[src/line_follow_pid_duty_top_defines.svh]
// Assertion macros for the line follower PID duty block.
// LFPD_ASSERT is disabled while reset is asserted; LFPD_ASSERT_ALWAYS also
// holds during reset.
`ifndef LINE_FOLLOW_PID_DUTY_TOP_DEFINES_SVH
`define LINE_FOLLOW_PID_DUTY_TOP_DEFINES_SVH

`ifndef SYNTHESIS

`define LFPD_ASSERT(lbl, prop, msg) \
  lbl: assert property (@(posedge clk_i) disable iff (!rst_ni) prop) \
    else $error(msg);

`define LFPD_ASSERT_ALWAYS(lbl, prop, msg) \
  lbl: assert property (@(posedge clk_i) prop) else $error(msg);

`else

`define LFPD_ASSERT(lbl, prop, msg)

`define LFPD_ASSERT_ALWAYS(lbl, prop, msg)

`endif

`endif

[src/lfpd_pkg.sv]
`timescale 1ns / 1ps
`default_nettype none

package lfpd_pkg;

  // Field and datapath widths
  localparam int unsigned SensW = 5;
  localparam int unsigned GainW = 4;
  localparam int unsigned DutyW = 7;
  localparam int unsigned LimW  = 7;
  localparam int unsigned ErrW  = 6;   // scaled error, signed
  localparam int unsigned SumW  = 8;   // running sum, signed
  localparam int unsigned SumXW = 9;   // sum plus error before saturation
  localparam int unsigned CorrW = 15;  // correction and duty before clamp
  localparam int unsigned AddrW = 5;
  localparam int unsigned DataW = 32;

  // Register reset values
  localparam logic [GainW-1:0] GainPRst      = 4'd3;
  localparam logic [GainW-1:0] GainIRst      = 4'd0;
  localparam logic [GainW-1:0] GainDRst      = 4'd1;
  localparam logic [DutyW-1:0] BaseDutyRst   = 7'd55;
  localparam logic [DutyW-1:0] DutyFloorRst  = 7'd70;
  localparam logic [DutyW-1:0] DutyCeilRst   = 7'd85;
  localparam logic [LimW-1:0]  SumLimitRst   = 7'd30;

  // Scaled error values
  localparam logic signed [ErrW-1:0] ErrAllDark = 6'sd25;
  localparam logic signed [ErrW-1:0] ErrSide    = 6'sd10;

  typedef enum logic [2:0] {
    REG_GAIN_P       = 3'd0,
    REG_GAIN_I       = 3'd1,
    REG_GAIN_D       = 3'd2,
    REG_BASE_DUTY    = 3'd3,
    REG_DUTY_FLOOR   = 3'd4,
    REG_DUTY_CEILING = 3'd5,
    REG_SUM_LIMIT    = 3'd6
  } cfg_reg_e;

  // Error from the sensor pattern; first match wins
  function automatic logic signed [ErrW-1:0] pick_error(
    input logic [SensW-1:0] bits,
    input logic             last_neg
  );
    logic signed [ErrW-1:0] err;
    if (bits == '0) begin
      err = last_neg ? -ErrAllDark : ErrAllDark;
    end else if (!bits[1] && bits[3]) begin
      err = -ErrSide;
    end else if (bits[1] && !bits[3]) begin
      err = ErrSide;
    end else begin
      err = '0;
    end
    return err;
  endfunction

  // Upper bound is tested first, so floor above ceiling still resolves
  function automatic logic signed [CorrW-1:0] clamp_hi_first(
    input logic signed [CorrW-1:0] v,
    input logic signed [CorrW-1:0] lo,
    input logic signed [CorrW-1:0] hi
  );
    logic signed [CorrW-1:0] r;
    if (v > hi) begin
      r = hi;
    end else if (v < lo) begin
      r = lo;
    end else begin
      r = v;
    end
    return r;
  endfunction

endpackage

`default_nettype wire

[src/line_follow_pid_duty_top.sv]
`timescale 1ns / 1ps
`default_nettype none
// PID steering for a five-sensor line follower.
// Input channel: one request per sensor sample on sensor_bits_i, taken at an
// edge with in_valid_i high and in_stall_o low.
// Output channel: left_duty_o / right_duty_o, handed over at an edge with
// out_valid_o high and out_stall_i low.
// Path: a taken request waits in the input register and moves, once the result
// register is free, into the result register together with its duties.
// Throughput: one request per cycle unless out_stall_i holds the result; the
// whole error/sum/PID/clamp step sits between the input and result registers.
// Reset (rst_ni low, asynchronous): both stages empty, last error and the
// running sum cleared, all registers back to their defaults.
// Receiver stall: the result register holds its duties; the input stage
// carries on while the result register is free, and in_stall_o rises only
// when both stages hold a request.
// APB registers at 4*i: gain_p, gain_i, gain_d, base_duty, duty_floor,
// duty_ceiling, sum_limit. Write them only while the block is idle.
`include "line_follow_pid_duty_top_defines.svh"

module line_follow_pid_duty_top (
  input  wire logic                       clk_i,
  input  wire logic                       rst_ni,
  // sample channel
  input  wire logic                       in_valid_i,
  output logic                            in_stall_o,
  input  wire logic [lfpd_pkg::SensW-1:0] sensor_bits_i,
  // duty channel
  output logic                            out_valid_o,
  input  wire logic                       out_stall_i,
  output logic [lfpd_pkg::DutyW-1:0]      left_duty_o,
  output logic [lfpd_pkg::DutyW-1:0]      right_duty_o,
  // register port
  input  wire logic                       psel,
  input  wire logic                       penable,
  input  wire logic                       pwrite,
  input  wire logic [lfpd_pkg::AddrW-1:0] paddr,
  input  wire logic [lfpd_pkg::DataW-1:0] pwdata,
  output logic [lfpd_pkg::DataW-1:0]      prdata,
  output logic                            pready
);
  import lfpd_pkg::*;

  // ---------------------------------------------------------------------
  // Registers
  // ---------------------------------------------------------------------
  logic [GainW-1:0] gain_p_q, gain_i_q, gain_d_q;
  logic [DutyW-1:0] base_duty_q, duty_floor_q, duty_ceiling_q;
  logic [LimW-1:0]  sum_limit_q;
  logic             cfg_wr;
  cfg_reg_e         cfg_idx;

  assign pready  = 1'b1;
  assign cfg_idx = cfg_reg_e'(paddr[AddrW-1:2]);
  assign cfg_wr  = psel && penable && pwrite && pready;

  always_ff @(posedge clk_i or negedge rst_ni) begin
    if (!rst_ni) begin
      gain_p_q       <= GainPRst;
      gain_i_q       <= GainIRst;
      gain_d_q       <= GainDRst;
      base_duty_q    <= BaseDutyRst;
      duty_floor_q   <= DutyFloorRst;
      duty_ceiling_q <= DutyCeilRst;
      sum_limit_q    <= SumLimitRst;
    end else if (cfg_wr) begin
      case (cfg_idx)
        REG_GAIN_P:       gain_p_q       <= pwdata[GainW-1:0];
        REG_GAIN_I:       gain_i_q       <= pwdata[GainW-1:0];
        REG_GAIN_D:       gain_d_q       <= pwdata[GainW-1:0];
        REG_BASE_DUTY:    base_duty_q    <= pwdata[DutyW-1:0];
        REG_DUTY_FLOOR:   duty_floor_q   <= pwdata[DutyW-1:0];
        REG_DUTY_CEILING: duty_ceiling_q <= pwdata[DutyW-1:0];
        REG_SUM_LIMIT:    sum_limit_q    <= pwdata[LimW-1:0];
        default: ;  // unmapped address, write dropped
      endcase
    end
  end

  always_comb begin
    case (cfg_idx)
      REG_GAIN_P:       prdata = DataW'(gain_p_q);
      REG_GAIN_I:       prdata = DataW'(gain_i_q);
      REG_GAIN_D:       prdata = DataW'(gain_d_q);
      REG_BASE_DUTY:    prdata = DataW'(base_duty_q);
      REG_DUTY_FLOOR:   prdata = DataW'(duty_floor_q);
      REG_DUTY_CEILING: prdata = DataW'(duty_ceiling_q);
      REG_SUM_LIMIT:    prdata = DataW'(sum_limit_q);
      default:          prdata = '0;
    endcase
  end

  // ---------------------------------------------------------------------
  // Handshake: input stage and result stage
  // ---------------------------------------------------------------------
  logic             in_vld_q, in_vld_d;
  logic [SensW-1:0] sens_q;
  logic             out_vld_q, out_vld_d;
  logic             in_take;
  logic             adv;   // input stage moves into the result register

  assign adv        = in_vld_q && (!out_vld_q || !out_stall_i);
  assign in_stall_o = in_vld_q && !adv;
  assign in_take    = in_valid_i && !in_stall_o;

  always_comb begin
    in_vld_d = in_vld_q;
    if (in_take) begin
      in_vld_d = 1'b1;
    end else if (adv) begin
      in_vld_d = 1'b0;
    end
  end

  always_comb begin
    out_vld_d = out_vld_q;
    if (adv) begin
      out_vld_d = 1'b1;
    end else if (!out_stall_i) begin
      out_vld_d = 1'b0;
    end
  end

  always_ff @(posedge clk_i or negedge rst_ni) begin
    if (!rst_ni) begin
      in_vld_q  <= 1'b0;
      out_vld_q <= 1'b0;
    end else begin
      in_vld_q  <= in_vld_d;
      out_vld_q <= out_vld_d;
    end
  end

  always_ff @(posedge clk_i) begin
    if (in_take) begin
      sens_q <= sensor_bits_i;
    end
  end

  // ---------------------------------------------------------------------
  // Error, running sum and PID step
  // ---------------------------------------------------------------------
  logic signed [ErrW-1:0]  last_err_q, err;
  logic signed [SumW-1:0]  err_sum_q, err_sum_d;
  logic signed [SumXW-1:0] sum_raw, lim_pos;
  logic signed [CorrW-1:0] gp_x, gi_x, gd_x, err_x, sum_x, diff_x;
  logic signed [CorrW-1:0] p_term, i_term, d_term, corr;
  logic signed [CorrW-1:0] base_x, floor_x, ceil_x;
  logic signed [CorrW-1:0] left_raw, right_raw, left_cl, right_cl;

  assign err = pick_error(sens_q, last_err_q[ErrW-1]);

  // saturate the running sum to +/- sum_limit, upper bound first
  assign lim_pos = $signed(SumXW'(sum_limit_q));
  assign sum_raw = SumXW'(err_sum_q) + SumXW'(err);
  always_comb begin
    if (sum_raw > lim_pos) begin
      err_sum_d = SumW'(lim_pos);
    end else if (sum_raw < -lim_pos) begin
      err_sum_d = SumW'(-lim_pos);
    end else begin
      err_sum_d = SumW'(sum_raw);
    end
  end

  assign gp_x   = $signed(CorrW'(gain_p_q));
  assign gi_x   = $signed(CorrW'(gain_i_q));
  assign gd_x   = $signed(CorrW'(gain_d_q));
  assign err_x  = CorrW'(err);
  assign sum_x  = CorrW'(err_sum_d);
  assign diff_x = CorrW'(err) - CorrW'(last_err_q);

  assign p_term = gp_x * err_x;
  assign i_term = gi_x * sum_x;
  assign d_term = gd_x * diff_x;
  assign corr   = p_term + i_term + d_term;

  assign base_x  = $signed(CorrW'(base_duty_q));
  assign floor_x = $signed(CorrW'(duty_floor_q));
  assign ceil_x  = $signed(CorrW'(duty_ceiling_q));

  assign left_raw  = base_x - corr;
  assign right_raw = base_x + corr;
  assign left_cl   = clamp_hi_first(left_raw, floor_x, ceil_x);
  assign right_cl  = clamp_hi_first(right_raw, floor_x, ceil_x);

  // state moves only with the request it belongs to
  always_ff @(posedge clk_i or negedge rst_ni) begin
    if (!rst_ni) begin
      last_err_q <= '0;
      err_sum_q  <= '0;
    end else if (adv) begin
      last_err_q <= err;
      err_sum_q  <= err_sum_d;
    end
  end

  always_ff @(posedge clk_i) begin
    if (adv) begin
      left_duty_o  <= left_cl[DutyW-1:0];
      right_duty_o <= right_cl[DutyW-1:0];
    end
  end

  assign out_valid_o = out_vld_q;

  // ---------------------------------------------------------------------
  // Checks
  // ---------------------------------------------------------------------
  `LFPD_ASSERT_ALWAYS(a_stall_needs_item, in_stall_o |-> in_vld_q, "stall with empty input stage")
  `LFPD_ASSERT(a_last_err_legal, (last_err_q == 6'sd0) || (last_err_q == ErrSide) || (last_err_q == -ErrSide) || (last_err_q == ErrAllDark) || (last_err_q == -ErrAllDark), "illegal last error")
  `LFPD_ASSERT(a_state_holds, !adv |=> ($stable(err_sum_q) && $stable(last_err_q)), "state moved without a request")
  `LFPD_ASSERT(a_result_from_stage, $rose(out_vld_q) |-> $past(adv), "result without a request")

endmodule

`default_nettype wire
[config.mk]
export PLATFORM = sky130hd
export DESIGN_NAME = line_follow_pid_duty_top
export DESIGN_NICKNAME = d
export VERILOG_FILES = /design/src/lfpd_pkg.sv /design/src/line_follow_pid_duty_top.sv
export VERILOG_INCLUDE_DIRS = /design/src /design/src/src
export SDC_FILE = /design/constraint.sdc
export NUM_CORES = 1
export LEC_CHECK = 0
export BUFFER_PORTS_ARGS = -buffer_cell sky130_fd_sc_hd__buf_2
export CORE_MARGIN = 1.5
export CORE_UTILIZATION = 45
export DETAILED_ROUTE_END_ITERATION = 10
export PLACE_DENSITY = 0.73
export SLEW_MARGIN = 20
export SYNTH_ARGS = -nofsm -noshare
export SYNTH_HDL_FRONTEND = slang
export SYNTH_SLANG_ARGS = --single-unit
export TNS_END_PERCENT = 50
[constraint.sdc]
create_clock -name clk_i -period 16.4 [get_ports clk_i]
set_input_delay 0.82 -clock clk_i [delete_from_list [all_inputs] [get_ports clk_i]]
set_output_delay 0.82 -clock clk_i [all_outputs]
set_load 0.1 [all_outputs]
==> results of run 1 <==
## state kept, by name, indices dropped and copies added (netlist names)
signal	count
sens_q	5
right_duty_o	7
gain_p_q	4
duty_ceiling_q	7
last_err_q	5
sum_limit_q	7
in_vld_q	1
gain_i_q	4
duty_floor_q	7
left_duty_o	7
base_duty_q	7
gain_d_q	4
err_sum_q	8
out_valid_o	1
## critical path: cells and delay by family, from the launching register on
kind	cells	cell delay [ps]
DFF	1	420
buffers and inverters	8	840
muxes	1	250
and+or+nand+nor	8	2650
adders and majority gates	12	4890
xor gates and xnor gates	2	530
AOI/OAI and AO/OA	14	3190
## metrics by stage
step / cell area, um2 / setup slack [ps]
after global placement: 10680 / 3677
after CTS: 10970 / 3478
after detailed placement: 10680 / 3555
final: 10970 / 3342
after global routing: 10970 / 2572
after floorplan: 10350 / 5884
## per-layer routing
metal / wire length [um] / up-vias / GRT usage, %
met1: 10780 / 3820 / 27.75
met4: 493 / 0 / 6.380
met2: 11330 / 170 / 35.42
met5: 0 / - / 0
met3: 899 / 36 / 2.790
li1: - / 3787 / -
## synthesized netlist by cell type (all sizes together), types with 20 or more instances
cell	count	area, um2
nor2b	26	162.7
ha	126	1577
nand2	94	352.8
nand2b	20	125.1
o21ai	55	275.3
fa	93	1862
buf	30	211.5
mux2	31	349.1
xnor2	33	289.0
and2	21	131.4
a21oi	43	215.2
inv	204	765.7
mux2i	23	230.2
dfrtp	36	900.9
nor2	39	146.4
## cells by family (layout without fill, tap and decap cells)
family | Yosys count | count (layout) | synth area share (%)
compound gates | 225 | 225 | 14.78
mux | 56 | 56 | 6.085
xor+xnor | 41 | 41 | 3.500
other cells | 2 | 27 | 0.07319
fa+ha+maj | 219 | 219 | 33.51
buf+inv | 254 | 269 | 10.25
simple gates | 257 | 257 | 12.60
flops | 74 | 74 | 19.20
## area by class of cell
| type | instances | area, um2 | share of cell area [%] |
|---|---|---|---|
| well taps | 285 | 356.6 | 3.251 |
| flip-flops and latches | 74 | 1971 | 17.97 |
| clock buffers | 9 | 225.2 | 2.053 |
| multi-input cells | 824 | 7335 | 66.86 |
| inverters | 205 | 769.5 | 7.015 |
| repair buffers | 48 | 250.2 | 2.281 |
| diodes | 1 | 2.502 | 0.02281 |
| clock inverters | 7 | 60.06 | 0.5475 |
## worst max-delay path by stage
stage | slack, ps | to
floorplan | 5880 | right_duty_o[5]$_DFFE_PP_
global placement | 3680 | right_duty_o[5]$_DFFE_PP_
detailed placement | 3550 | right_duty_o[5]$_DFFE_PP_
CTS | 3480 | right_duty_o[5]$_DFFE_PP_
global route | 2570 | right_duty_o[5]$_DFFE_PP_
finish | 3340 | right_duty_o[5]$_DFFE_PP_
==> impl_metrics.prom, run 1 <==
# TYPE chip_impl_metric gauge
chip_impl_info{name="outcome",value="completed"} 1
chip_impl_info{name="cts_tree",value="done"} 1
chip_impl_metric{name="finalClockSkew",unit="ps"} 10.70
chip_impl_metric{name="fmaxAchievable",unit="GHz"} 0.07658
chip_impl_info{name="crit_slowest_cell",value="sky130_fd_sc_hd__nor3_1"} 1
chip_impl_metric{name="cts_setup_buffers",unit=""} 0
chip_impl_metric{name="die_area",unit="um2"} 23720
chip_impl_metric{name="drive_above_1_share",unit="%"} 10.80
chip_impl_info{name="clock_tree.root_cell",value="sky130_fd_sc_hd__clkbuf_16"} 1
chip_impl_metric{name="period_share",unit="%"} 79.62
chip_impl_metric{name="ffs_w_async_s_r_synth",unit="%"} 74.32
chip_impl_metric{name="vias_per_cell",unit=""} 5.377
chip_impl_metric{name="rows",unit=""} 55
chip_impl_metric{name="finish.utilization",unit="%"} 48.75
chip_impl_metric{name="flow.area_growth_from_synthesis",unit="%"} 6.902
chip_impl_metric{name="final_period_minus_worst_setup_slack",unit="ps"} 13060
chip_impl_metric{name="holdPathStages",unit=""} 2
chip_impl_info{name="worst_r2r_endpoint",value="right_duty_o[5]$_DFFE_PP_"} 1
chip_impl_metric{name="final_wtd_congestion",unit=""} 0.9418
chip_impl_info{name="rsz0062_at_grt",value="false"} 1
chip_impl_metric{name="detail_route.wirelength",unit="um"} 23490
chip_impl_metric{name="placement.io_buffers",unit=""} 44
chip_impl_metric{name="cts.clk_slew.worst_paths",unit="ps"} 60
chip_impl_metric{name="final.fill_count",unit=""} 2097
chip_impl_info{name="worst_setup_path_startpoint",value="sens_q[3]$_DFFE_PP_"} 1
chip_impl_metric{name="initial_utilization",unit="%"} 45.60
chip_impl_metric{name="synth_warnings",unit=""} 0
chip_impl_metric{name="fp.dieW",unit="um"} 154.0
chip_impl_metric{name="wire_per_inst",unit="um"} 16.17
chip_impl_metric{name="core_region_area",unit="um2"} 22500
chip_impl_metric{name="max-clock-path-buffers",unit=""} 2
chip_impl_metric{name="synth_enable_flop_cells",unit=""} 19
chip_impl_metric{name="detailed_router_iteration_count_before_antenna_repair",unit=""} 4
chip_impl_info{name="layout_commonest_cell",value="sky130_fd_sc_hd__inv_1"} 1
chip_impl_metric{name="post_cts_resized",unit=""} 0
chip_impl_info{name="crit_top_cell",value="sky130_fd_sc_hd__inv_1"} 1
chip_impl_info{name="yosys_most_used_dff",value="sky130_fd_sc_hd__dfrtp_1"} 1
chip_impl_metric{name="worst_slew_margin_rel",unit="%"} 41.07
chip_impl_metric{name="global_route.usage.total",unit="%"} 20.89
chip_impl_metric{name="crit_path_max_incr_delay",unit="ps"} 730
chip_impl_metric{name="dp_cells",unit=""} 1436
chip_impl_metric{name="cts_buffers",unit=""} 9
chip_impl_metric{name="setup-tns-final",unit="ps"} 0
chip_impl_metric{name="final_hold_viol_count",unit=""} 0
chip_impl_metric{name="clock_latency",unit="ps"} 340
chip_impl_metric{name="number_of_antenna_violations_at_the_first_check_in_global_routing",unit=""} 0
chip_impl_metric{name="drt_iter0_drc",unit=""} 433
chip_impl_info{name="path_class",value="flip-flop to flip-flop"} 1
chip_impl_info{name="timing.rr.start",value="sens_q[3]$_DFFE_PP_"} 1
chip_impl_info{name="timing.hold.worst_endpoint",value="err_sum_q[0]$_DFFE_PN0P_"} 1
chip_impl_metric{name="grt_max_degree",unit=""} 56
chip_impl_info{name="hp-class",value="flip-flop to flip-flop"} 1
chip_impl_metric{name="setup-violations-final",unit=""} 0
chip_impl_info{name="mostFrequentLayoutCells",value="204 x sky130_fd_sc_hd__inv_1, 126 x sky130_fd_sc_hd__ha_1, 94 x sky130_fd_sc_hd__nand2_1"} 1
chip_impl_metric{name="fp.dieH",unit="um"} 154.0
chip_impl_metric{name="first_global_vias",unit=""} 7765
chip_impl_metric{name="seq_area_frac_synth",unit="%"} 19.20
chip_impl_metric{name="worst-path-max-fanout",unit=""} 16
chip_impl_metric{name="post-dp-hpwl",unit="um"} 19410
chip_impl_metric{name="setup.reg_to_reg.worst_slack",unit="ps"} 3340
chip_impl_metric{name="floorplan.io_pins",unit=""} 98
chip_impl_metric{name="worst-endpoint-arrival",unit="ps"} 13150
chip_impl_metric{name="number_of_nets_in_the_layout",unit=""} 1430
chip_impl_metric{name="synthesis.area_per_instance",unit="um2"} 9.097
chip_impl_info{name="origin_of_the_worst_min_delay_path",value="err_sum_q[0]$_DFFE_PN0P_"} 1
chip_impl_metric{name="worst-endpoint-required",unit="ps"} 16490
chip_impl_metric{name="antenna_left",unit=""} 0
chip_impl_metric{name="cell_count_after_synthesis",unit=""} 1128
chip_impl_metric{name="clock_tree.htree_level_count",unit=""} 3
chip_impl_metric{name="timing.max_cap.violations",unit=""} 0
chip_impl_metric{name="yosysUniqueCellTypes",unit=""} 68
chip_impl_info{name="setup.worst_path.end_class",value="flip-flop"} 1
chip_impl_metric{name="cts-hold-fix-buffers",unit=""} 0
chip_impl_metric{name="worstRegToRegCells",unit=""} 45
chip_impl_metric{name="final_std_cells_w_o_fill",unit=""} 1453
chip_impl_metric{name="drc_errors",unit=""} 0
chip_impl_metric{name="syn-cell-area",unit="um2"} 10260
chip_impl_metric{name="worst_pin_slew",unit="ps"} 877.1
chip_impl_metric{name="finalMaxSlewViolations",unit=""} 0
chip_impl_metric{name="via_count",unit=""} 7813
chip_impl_metric{name="postSynthRegisterBits",unit=""} 74
chip_impl_info{name="timing.critical_path.from_type",value="flip-flop"} 1
chip_impl_metric{name="grt_overflow",unit=""} 0
chip_impl_metric{name="wire_length_of_the_first_global_routing_pass",unit="um"} 39260
chip_impl_metric{name="cts_sinks",unit=""} 74
chip_impl_metric{name="finalHoldWorstSlack",unit="ps"} 488.5
Power of run 1 is left out: the tool's default activity adds up to more than one toggle a clock period on the data nets, which glitch-free logic cannot reach.
==> run 2: changes to the inputs <==
==> constraint.sdc (replaced) <==
create_clock -name clk_i -period 12.4 [get_ports clk_i]
set_input_delay 0.62 -clock clk_i [delete_from_list [all_inputs] [get_ports clk_i]]
set_output_delay 0.62 -clock clk_i [all_outputs]
set_load 0.1 [all_outputs]
==> impl_metrics.prom, run 2 (synthesis gave the netlist of run 1 again) <==
# TYPE chip_impl_metric gauge
chip_impl_metric{name="worst-endpoint-required",unit="ps"} 12460
chip_impl_info{name="crit_slowest_cell",value="sky130_fd_sc_hd__fa_1"} 1
chip_impl_metric{name="timing.max_cap.violations",unit=""} 0
chip_impl_metric{name="final.setup.worst_slack",unit="ps"} 814.6
chip_impl_info{name="timing.critical_path.from_type",value="flip-flop"} 1
chip_impl_metric{name="worst-endpoint-arrival",unit="ps"} 11650
chip_impl_metric{name="worst-path-max-fanout",unit=""} 9
chip_impl_metric{name="fp.dieH",unit="um"} 154.0
chip_impl_metric{name="fmaxAchievable",unit="GHz"} 0.08632
chip_impl_metric{name="via_count",unit=""} 7832
chip_impl_metric{name="post_cts_resized",unit=""} 0
chip_impl_metric{name="setup-violations-final",unit=""} 0
chip_impl_metric{name="drive_above_1_share",unit="%"} 12.23
chip_impl_metric{name="setup-tns-final",unit="ps"} 0
chip_impl_metric{name="cts_sinks",unit=""} 74
chip_impl_metric{name="cts.clk_slew.worst_paths",unit="ps"} 60
chip_impl_metric{name="grt_overflow",unit=""} 0
chip_impl_metric{name="clock_tree.htree_level_count",unit=""} 3
chip_impl_metric{name="number_of_nets_in_the_layout",unit=""} 1449
chip_impl_metric{name="final_period_minus_worst_setup_slack",unit="ps"} 11590
chip_impl_metric{name="number_of_antenna_violations_at_the_first_check_in_global_routing",unit=""} 0
chip_impl_metric{name="drt_iter0_drc",unit=""} 480
chip_impl_metric{name="crit_path_max_incr_delay",unit="ps"} 570
chip_impl_metric{name="first_global_vias",unit=""} 7949
chip_impl_metric{name="flow.area_growth_from_synthesis",unit="%"} 8.535
chip_impl_metric{name="wire_per_inst",unit="um"} 16.36
chip_impl_metric{name="fp.dieW",unit="um"} 154.0
chip_impl_metric{name="finalClockSkew",unit="ps"} 16.62
chip_impl_metric{name="dp_cells",unit=""} 1455
chip_impl_metric{name="cts-hold-fix-buffers",unit=""} 0
chip_impl_metric{name="final_wtd_congestion",unit=""} 0.9297
chip_impl_info{name="rsz0062_at_grt",value="false"} 1
chip_impl_metric{name="period_share",unit="%"} 93.43
chip_impl_metric{name="finalMaxSlewViolations",unit=""} 0
chip_impl_metric{name="worst_slew_margin_rel",unit="%"} 41.87
chip_impl_metric{name="critical_path.n_buffers_inverters",unit=""} 9
chip_impl_info{name="crit_top_cell",value="sky130_fd_sc_hd__inv_1"} 1
chip_impl_metric{name="detailed_router_iteration_count_before_antenna_repair",unit=""} 5
chip_impl_metric{name="vias_per_cell",unit=""} 5.324
chip_impl_metric{name="max-clock-path-buffers",unit=""} 2
chip_impl_metric{name="clock_latency",unit="ps"} 350
chip_impl_metric{name="post-dp-hpwl",unit="um"} 19750
chip_impl_metric{name="cts_buffers",unit=""} 9
chip_impl_metric{name="floorplan.io_pins",unit=""} 98
chip_impl_info{name="layout_commonest_cell",value="sky130_fd_sc_hd__inv_1"} 1
chip_impl_info{name="setup.worst_path.end_class",value="flip-flop"} 1
chip_impl_metric{name="placement.cell_area",unit="um2"} 10820
chip_impl_metric{name="worst_pin_slew",unit="ps"} 866.6
chip_impl_metric{name="finalInstanceArea",unit="um2"} 11140
chip_impl_metric{name="drc_errors",unit=""} 0
chip_impl_metric{name="cts_setup_buffers",unit=""} 0
chip_impl_metric{name="rows",unit=""} 55
chip_impl_info{name="mostFrequentLayoutCells",value="204 x sky130_fd_sc_hd__inv_1, 126 x sky130_fd_sc_hd__ha_1, 94 x sky130_fd_sc_hd__nand2_1"} 1
chip_impl_info{name="regMostFlops",value="err_sum_q"} 1
chip_impl_info{name="clock_tree.root_cell",value="sky130_fd_sc_hd__clkbuf_16"} 1
chip_impl_info{name="outcome",value="completed"} 1
chip_impl_metric{name="initial_utilization",unit="%"} 45.60
chip_impl_metric{name="placement.io_buffers",unit=""} 44
chip_impl_metric{name="detail_route.wirelength",unit="um"} 24070
chip_impl_metric{name="pre_cts_ws",unit="ps"} 952.5
chip_impl_metric{name="die_area",unit="um2"} 23720
chip_impl_info{name="hp-class",value="input port to asynchronous set/reset pin"} 1
chip_impl_metric{name="grt_max_degree",unit=""} 56
chip_impl_metric{name="antenna_left",unit=""} 0
chip_impl_metric{name="diodes",unit=""} 0
chip_impl_metric{name="largest_reg_flops",unit=""} 8
chip_impl_info{name="critical_path.top_delay_family",value="adder cells"} 1
chip_impl_info{name="path_class",value="flip-flop to flip-flop"} 1
chip_impl_metric{name="core_region_area",unit="um2"} 22500
chip_impl_metric{name="global_route.usage.total",unit="%"} 21.42
chip_impl_metric{name="wire_length_of_the_first_global_routing_pass",unit="um"} 40260
chip_impl_metric{name="final_hold_viol_count",unit=""} 0
chip_impl_info{name="cts_tree",value="done"} 1
chip_impl_metric{name="final_std_cells_w_o_fill",unit=""} 1471
chip_impl_metric{name="final.fill_count",unit=""} 2041
[run 2: cell types whose count changed in the layout (fill, tap and decap cells not counted), sizes merged]
cell / previous run / this run
clkinvlp: 1 / 2
buf: 48 / 67
bufinv: 1 / 2
clkinv: 6 / 2
diode: 1 / 0
clkbuf: 9 / 11
[run 2: routing by layer]
layer	track usage (%)	up-vias	routed length (um)	share of wire, %
met5	0	-	0	0
met1	28.72	3763	10760	45
met4	7.767	0	642	2.7
met3	3.749	35	1247	5.2
li1	-	3837	-	-
met2	34.76	197	11420	47
[run 2: through the flow]
step	utilization, %	hold slack (ps)
global placement	48.10	469.4
floorplan	-	324.4
detailed placement	48.10	475.3
finish	49.49	403.7
CTS	49.49	426.8
global route	49.49	435.5
[run 2: layout make-up]
cell class / instances / area [um2] / area share [%]
Tap cell: 285 / 356.6 / 3.202
Clock buffer: 11 / 232.7 / 2.090
Sequential cell: 74 / 1971 / 17.69
Inverter: 205 / 769.5 / 6.909
Multi-Input combinational cell: 824 / 7335 / 65.86
Clock inverter: 5 / 80.08 / 0.7190
Timing Repair Buffer: 67 / 392.9 / 3.528
[run 2: final timing paths]
path | start | end | slack [ps] | cells past startpoint
worst max-delay path | sens_q[1]$_DFFE_PP_ | left_duty_o[6]$_DFFE_PP_ | 810 | 44
worst min-delay path | rst_ni | err_sum_q[6]$_DFFE_PN0P_ | 400 | 2
worst max register to register | sens_q[1]$_DFFE_PP_ | left_duty_o[6]$_DFFE_PP_ | 810 | 44
worst min register to register | err_sum_q[0]$_DFFE_PN0P_ | err_sum_q[0]$_DFFE_PN0P_ | 490 | 2
max in group asynchronous | rst_ni | base_duty_q[6]$_DFFE_PN0P_ | 11510 | 2
min in group clk_i | sensor_bits_i[1] | sens_q[1]$_DFFE_PP_ | 450 | 1
Power of run 2 is left out for the same reason.
